`src/hw/rtl/move_toward_target_step_macros.svh`:
```
// ----------------------------------------------------------------------------
// move_toward_target_step_macros : assertion helpers
// Clocked on clk_i, disabled while rst_ni is low.
// ----------------------------------------------------------------------------
`ifndef MOVE_TOWARD_TARGET_STEP_MACROS_SVH
`define MOVE_TOWARD_TARGET_STEP_MACROS_SVH

// Implication in the same cycle
`define MTTS_ASSERT_IMP(lbl, ante, cons, msg) \
  lbl: assert property (@(posedge clk_i) disable iff (!rst_ni) (ante) |-> (cons)) \
    else $error(msg);

// Implication in the next cycle
`define MTTS_ASSERT_NXT(lbl, ante, cons, msg) \
  lbl: assert property (@(posedge clk_i) disable iff (!rst_ni) (ante) |=> (cons)) \
    else $error(msg);

`endif

```
`src/hw/rtl/mtts_pkg.sv`:
```
// ----------------------------------------------------------------------------
// mtts_pkg
// Types, widths and helpers for the move-toward-target pipeline.
// ----------------------------------------------------------------------------
`timescale 1ns / 1ps
`default_nettype none

package mtts_pkg;

  localparam int CW       = 32;          // coordinate width
  localparam int FracBits = 16;
  localparam int SpdW     = CW - 1;
  localparam int DtW      = 16;
  localparam int EpsRaw   = ((1 << FracBits) + 999999) / 1000000;

  typedef struct packed {
    logic          active;
    logic          physics_owned;
    logic          body_ready;
    logic [CW-1:0] target_x;
    logic [CW-1:0] target_y;
    logic [CW-1:0] target_z;
    logic [CW-1:0] pos_x;
    logic [CW-1:0] pos_y;
    logic [CW-1:0] pos_z;
    logic [SpdW-1:0] max_speed;
    logic [DtW-1:0]  delta_time;
  } mtts_in_t;

  typedef struct packed {
    logic [CW-1:0] new_pos_x;
    logic [CW-1:0] new_pos_y;
    logic [CW-1:0] new_pos_z;
    logic [CW-1:0] vel_x;
    logic [CW-1:0] vel_y;
    logic [CW-1:0] vel_z;
    logic          write_position;
    logic          write_velocity;
    logic          still_active;
  } mtts_out_t;

  // payload through the square root
  typedef struct packed {
    logic                act;
    logic                phys;
    logic                rdy;
    logic [2:0][CW-1:0]  tgt;
    logic [2:0][CW-1:0]  pos;
    logic [2:0][CW-1:0]  d;
    logic [SpdW-1:0]     spd;
    logic [SpdW-1:0]     step;
  } mtts_pl_t;

  // payload through the dividers
  typedef struct packed {
    logic                act;
    logic                phys;
    logic                rdy;
    logic                arrived;
    logic [2:0][CW-1:0]  tgt;
    logic [2:0][CW-1:0]  pos;
    logic [2:0][CW-1:0]  d;
  } mtts_p2_t;

  function automatic logic [CW-1:0] mtts_sat(logic signed [CW:0] v);
    logic signed [CW:0] hi;
    logic signed [CW:0] lo;
    hi = {2'b00, {(CW-1){1'b1}}};
    lo = {2'b11, {(CW-1){1'b0}}};
    if (v > hi) return hi[CW-1:0];
    else if (v < lo) return lo[CW-1:0];
    else return v[CW-1:0];
  endfunction

  function automatic logic [CW-1:0] mtts_mag(logic [CW-1:0] v);
    return v[CW-1] ? (~v + 1'b1) : v;
  endfunction

endpackage

`default_nettype wire

```
`src/hw/rtl/mtts_sqrt.sv`:
```
// ----------------------------------------------------------------------------
// mtts_sqrt
// Pipelined integer square root, one result bit per stage.
// ----------------------------------------------------------------------------
`timescale 1ns / 1ps
`default_nettype none

module mtts_sqrt
  import mtts_pkg::*;
#(
  parameter int PW = 8
) (
  input  wire logic            clk_i,
  input  wire logic            rst_ni,
  input  wire logic            en_i,
  input  wire logic            valid_i,
  input  wire logic [2*CW-1:0] rad_i,
  input  wire logic [PW-1:0]   pl_i,
  output logic                 valid_o,
  output logic [CW-1:0]        root_o,
  output logic [PW-1:0]        pl_o
);

  logic            v_q    [CW];
  logic [CW:0]     rem_q  [CW];
  logic [CW-1:0]   root_q [CW];
  logic [2*CW-1:0] rad_q  [CW];
  logic [PW-1:0]   pl_q   [CW];

  for (genvar s = 0; s < CW; s++) begin : g_stage
    logic            v_p;
    logic [CW:0]     rem_p;
    logic [CW-1:0]   root_p;
    logic [2*CW-1:0] rad_p;
    logic [PW-1:0]   pl_p;
    logic [CW+2:0]   rem_sh;
    logic [CW+2:0]   trial;
    logic            ge;

    if (s == 0) begin : g_first
      assign v_p    = valid_i;
      assign rem_p  = '0;
      assign root_p = '0;
      assign rad_p  = rad_i;
      assign pl_p   = pl_i;
    end else begin : g_rest
      assign v_p    = v_q[s-1];
      assign rem_p  = rem_q[s-1];
      assign root_p = root_q[s-1];
      assign rad_p  = rad_q[s-1];
      assign pl_p   = pl_q[s-1];
    end

    assign rem_sh = {rem_p, rad_p[2*CW-1 -: 2]};
    assign trial  = {1'b0, root_p, 2'b01};
    assign ge     = rem_sh >= trial;

    always_ff @(posedge clk_i or negedge rst_ni) begin
      if (!rst_ni) begin
        v_q[s] <= 1'b0;
      end else if (en_i) begin
        v_q[s] <= v_p;
      end
    end

    // remainder stays below 2*root + 1, so it needs CW+1 bits
    always_ff @(posedge clk_i) begin
      if (en_i) begin
        rem_q[s]  <= ge ? (CW+1)'(rem_sh - trial) : rem_sh[CW:0];
        root_q[s] <= {root_p[CW-2:0], ge};
        rad_q[s]  <= {rad_p[2*CW-3:0], 2'b00};
        pl_q[s]   <= pl_p;
      end
    end
  end

  assign valid_o = v_q[CW-1];
  assign root_o  = root_q[CW-1];
  assign pl_o    = pl_q[CW-1];

endmodule

`default_nettype wire

```
`config.mk`:
```
export PLATFORM = sky130hd
export DESIGN_NAME = mtts_sqrt
export DESIGN_NICKNAME = d
export VERILOG_FILES = /design/src/hw/rtl/move_toward_target_step_macros.svh /design/src/hw/rtl/mtts_pkg.sv /design/src/hw/rtl/mtts_sqrt.sv
export SDC_FILE = /design/constraint.sdc
export NUM_CORES = 2
export LEC_CHECK = 0
export BUFFER_PORTS_ARGS = -buffer_cell sky130_fd_sc_hd__buf_2
export CELL_PAD_IN_SITES_DETAIL_PLACEMENT = 1
export CELL_PAD_IN_SITES_GLOBAL_PLACEMENT = 1
export CORE_MARGIN = 3
export CORE_UTILIZATION = 35
export DETAILED_ROUTE_END_ITERATION = 10
export GPL_TIMING_DRIVEN = 0
export PLACE_DENSITY_LB_ADDON = 0.3
export SLEW_MARGIN = 20
export SYNTH_ARGS = -nofsm -noshare
export SYNTH_HDL_FRONTEND = slang
export SYNTH_MEMORY_MAX_BITS = 65536
export SYNTH_SLANG_ARGS = --single-unit
```
`constraint.sdc`:
```
create_clock -name clk_i -period 6.71 [get_ports clk_i]
set_clock_uncertainty 0.05 [all_clocks]
set_input_delay 0.3355 -clock clk_i [delete_from_list [all_inputs] [get_ports clk_i]]
set_output_delay 0.3355 -clock clk_i [all_outputs]
set_load 0.02 [all_outputs]
```
* Word level (Yosys, flattened, before mapping) *
Memory sizes are Yosys's and may differ from the RTL's.
Cells that the tools add are included.

word-level totals
  memories = 4
  bits of input ports = 76
  bits in writable memories = 4320
  logic and storage cells = 134
  flip-flop bits (word level) = 32

memory list
  memory  words  width  read ports  clocked after Yosys merged registers in  write ports  RTL line         text
  rad_q   32     62     31          0                                        32           mtts_sqrt.sv:27  logic [2*CW-1:0] rad_q [CW];
  rem_q   32     33     31          0                                        32           mtts_sqrt.sv:25  logic [CW:0] rem_q [CW];
  root_q  32     32     32          0                                        32           mtts_sqrt.sv:26  logic [CW-1:0] root_q [CW];
  pl_q    32     8      32          0                                        32           mtts_sqrt.sv:28  logic [PW-1:0] pl_q [CW];

cells by class
  order comparisons = 32
  add/subtract/negate cells = 32
  mux-type cells = 34

operators by type and width
  kind                                                                                  number
  35-bit by 34-bit greater-or-equal comparator with 1-bit output                        31
  33-bit two-way mux                                                                    32
  33-bit subtractor                                                                     31
  2-bit by 1-bit subtractor with 3-bit output (second input constant)                   1
  2-bit by 1-bit greater-or-equal comparator with 1-bit output (second input constant)  1
  1-bit two-way mux                                                                     2

* Depth between registers and ports, before layout *
An unclocked memory read counts as a cell.

  depth after elaboration = 3
  mapped depth = 14
  mapped depth without buffers = 12

* Worst setup path after synthesis *
No wires, ideal clock.

  path type = reg-to-reg
  from = memory rem_q[0][148] (netlist bit)
  to = memory rem_q[0][187] (netlist bit) (data pin)
  arrival = 3.224 ns
  buffers on the path = 3
  period minus slack after synthesis = 3.545 ns
  slack = 3.165 ns
  setup time = 0.271 ns
  stages on the path, launching flop included = 13
  path through = edfxtp_1 > or4_4 > or4_1 > buf_2 > or4_4 > or4_4 > clkinv_1 > a221o_1 > buf_4 > or2_1 > buf_4 > nor4_1 > xor2_1

RTL lines
  what                RTL line
  start: declaration  mtts_sqrt.sv:25

==> flow_metrics.env <==
export IMPL_status="finished clean"
export IMPL_grt_pass1_vias=78690
export IMPL_clock_path_buffers=4
export IMPL_yosys_warnings=0
export IMPL_yosysTopAreaCell="edfxtp_1"
export IMPL_critical_path_slowest_cell="buf_1"
export IMPL_synth_top_cell_area_share_pct=65.93
export IMPL_wl_per_cell_um=18.64
export IMPL_worstPathMaxFanout=10
export IMPL_syn_area_per_cell_sq_um=13.37
export IMPL_critPathKind="flop to flop"
export IMPL_place_gp_congestion=0.8916
export IMPL_hold_class="input pin to flop"
export IMPL_crit_path_frequent_cell="o21ai_0"
export IMPL_wl_mm=278.6
export IMPL_dp_slack_ps=1080
export IMPL_leakage_nw=53.83
export IMPL_peakVddDrop_mv=0.2533
export IMPL_synth_nets=10010
export IMPL_min_period_ps=5538
export IMPL_fin_util_pct=40.39
export IMPL_dpl_cell_count=14260
export IMPL_ys_flop_type="edfxtp_1"
export IMPL_track_usage_pct=14.95
export IMPL_worstMarginPinSlew_ps=1071
export IMPL_finalCritPeriodShare_pct=82.53
export IMPL_dp_hpwl_mm=202.0
export IMPL_ioPinCount=117
export IMPL_num_rows=219
export IMPL_die_w_um=604.3
export IMPL_crit_required_ps=7250
export IMPL_power_density_mw_per_mm2=346.5
export IMPL_grt_overflow=0
export IMPL_crit_chain="inv_1 -> ha_1 -> o21ai_0 -> a22oi_1 -> a21oi_1 -> o21ai_0 -> a31oi_1 -> o21ai_0 -> a221o_1 -> clkbuf_1 -> buf_1 -> buf_1 -> a21oi_1"
export IMPL_dpl_cell_area_sq_mm=0.1324
export IMPL_ys_ff_latch=2783
export IMPL_fillCellCount=36820
export IMPL_finalSetupTns_ps=0
export IMPL_final_area_sq_mm=0.1439
export IMPL_dieArea_sq_mm=0.3652
export IMPL_setup_ws_ps=1172
export IMPL_cts_tree="done"
export IMPL_cts_made_buffers=315
export IMPL_slowest_delay_ps=660
export IMPL_layout_nets=10580
export IMPL_fin_cells=14950
export IMPL_chipHeight_um=604.3
export IMPL_dr_pass1_iters=7
export IMPL_synth_edff_count=2751
export IMPL_maxCapViolations=0
export IMPL_end_kind="flop"
export IMPL_max_freq_mhz=180.6
export IMPL_io_buffers=116
export IMPL_antenna_found_initial=9
export IMPL_synth_area_leaders="edfxtp_1 (66%), ha_1 (5.6%), xnor2_1 (2.9%)"
export IMPL_post_cts_setup_buffer_count=0
export IMPL_postSynth_asyncResetShare_pct=1.150
export IMPL_crit_arrival_ps=6080
export IMPL_via_count=74430
export IMPL_drt_iter0_drc=4429
export IMPL_slew_violations=0
export IMPL_drcViolationCount=0
export IMPL_ys_seq_area_share_pct=66.57
export IMPL_ant_nets=0
export IMPL_area_growth_pct=14.82
export IMPL_start_util_pct=35.18
export IMPL_avgViaCountPerCell=4.979
export IMPL_synth_distinct_cells=87
export IMPL_ctsHtreeMaxLevel=5
export IMPL_worstSetupStartpointType="flop"
export IMPL_drive_above_1_share_pct=7.896
export IMPL_grt_max_degree=149
export IMPL_hold_viol_final=0
export IMPL_rsz0062_at_grt="false"
export IMPL_cts_root_buffer="clkbuf_16"
export IMPL_relSlewSlack_pct=28.58
export IMPL_netlist_instances=9370
export IMPL_cts_sinks=2783
export IMPL_setup_viol=0
export IMPL_clk_latency_ps=890
export IMPL_core_sq_mm=0.3562
export IMPL_grt_pass1_wl_mm=441.0
export IMPL_syn_area_sq_mm=0.1253
export IMPL_clkTransAtPathRegs_ps=60
==> per-layer routing <==
| metal | vias up | share of wire [%] | GRT usage (%) |
|---|---|---|---|
| li1 | 35970 | - | - |
| met1 | 36720 | 45 | 19.73 |
| met2 | 1157 | 48 | 25.18 |
| met3 | 574 | 3.4 | 1.818 |
| met4 | 0 | 3.7 | 5.665 |
| met5 | - | 0 | 0 |
==> synthesized netlist by cell type (all sizes together) (104+ instances only) <==
| cell | count |
|---|---|
| edfxtp | 2751 |
| inv | 705 |
| nand2 | 615 |
| nor2 | 586 |
| a21oi | 582 |
| ha | 561 |
| o21ai | 476 |
| xnor2 | 409 |
| xor2 | 381 |
| a21o | 234 |
| nor3 | 225 |
| clkbuf | 160 |
| nand3 | 139 |
| mux2 | 127 |
| nor4 | 116 |
| o21a | 112 |
| nand4 | 104 |
==> timing repair <==
action / 4_1_cts / 5_1_grt
hold buffers: 120 / 0
gates resized for setup: 0 / 0
hold endpoints to repair: 154 / 0
==> layout by cell type, fill, tap and decap left out, types with 319 or more instances in the layout <==
cell,instances
clkbuf_16,319
edfxtp_1,2751
nor2_1,584
xnor2_1,409
ha_1,561
a21oi_1,582
inv_1,703
nand2_1,615
xor2_1,381
o21ai_0,475
==> cell families after synthesis <==
logic type | after synthesis | share of synthesized area [%]
DFF | 2783 | 66.57
AOI/OAI and AO/OA | 1851 | 9.149
buffers and inverters | 899 | 2.711
other | 1 | 0.002993
and+or+nand+nor | 2336 | 9.128
adders and majority gates | 561 | 5.602
xor gates and xnor gates | 790 | 5.522
muxes | 149 | 1.317
==> critical path, delay by kind of cell (launching register included) <==
family          cells  cell delay, ps
compound gates      8            2520
buf+inv             4            1900
flops               1             420
fa+ha+maj           1             350
==> final cells by class <==
class	instances	area (sq um)	area share [%]
Timing Repair Buffer	257	2385	1.658
Multi-Input combinational cell	5688	38540	26.79
Inverter	706	2650	1.842
Clock buffer	366	8159	5.671
Tap cell	4751	5944	4.132
Buffer	193	747.0	0.5192
Sequential cell	2783	83410	57.98
Clock inverter	202	2027	1.409
Antenna cell	2	5.005	0.003479
==> metrics by stage <==
step	power, W	hold WS [ps]
after floorplan	0.02983	-10.09
after global placement	0.03434	345.8
after detailed placement	0.03320	355.1
after CTS	0.05062	0.2456
after global routing	0.05266	26.72
final	0.04986	89.15
==> sequential cells by signal, summed over array words and instances, names as in the netlist <==
name         count
rad_q          992
pl_q           256
g_stage.v_p     31
rem_q          975
valid_o          1
root_q         528
==> path summary, 6_finish.rpt <==
kind                                         start                          end  slack [ps]  cells after the start
hold / removal                            rad_i[8]        rad_q[0][8]$_DFFE_PP_          90                      2
min in group asynchronous                   rst_ni   g_stage[1].v_p$_DFFE_PN0P_         400                      4
max in group asynchronous                   rst_ni  g_stage[17].v_p$_DFFE_PN0P_        6040                      4
hold reg to reg              pl_q[4][28]$_DFFE_PP_         pl_q[5][4]$_DFFE_PP_         340                      0
setup / recovery           root_q[7][32]$_DFFE_PP_      rem_q[1][490]$_DFFE_PP_        1170                     13
setup reg to reg           root_q[7][32]$_DFFE_PP_      rem_q[1][490]$_DFFE_PP_        1170                     13
==> where the power goes <==
group,switching (W),internal [W],total [W]
sequential,0.00134,0.0219,0.0232
combinational,0.00578,0.00394,0.00971
clock,0.00707,0.00986,0.0169
Note: power is estimated with default switching activity, not from simulation.
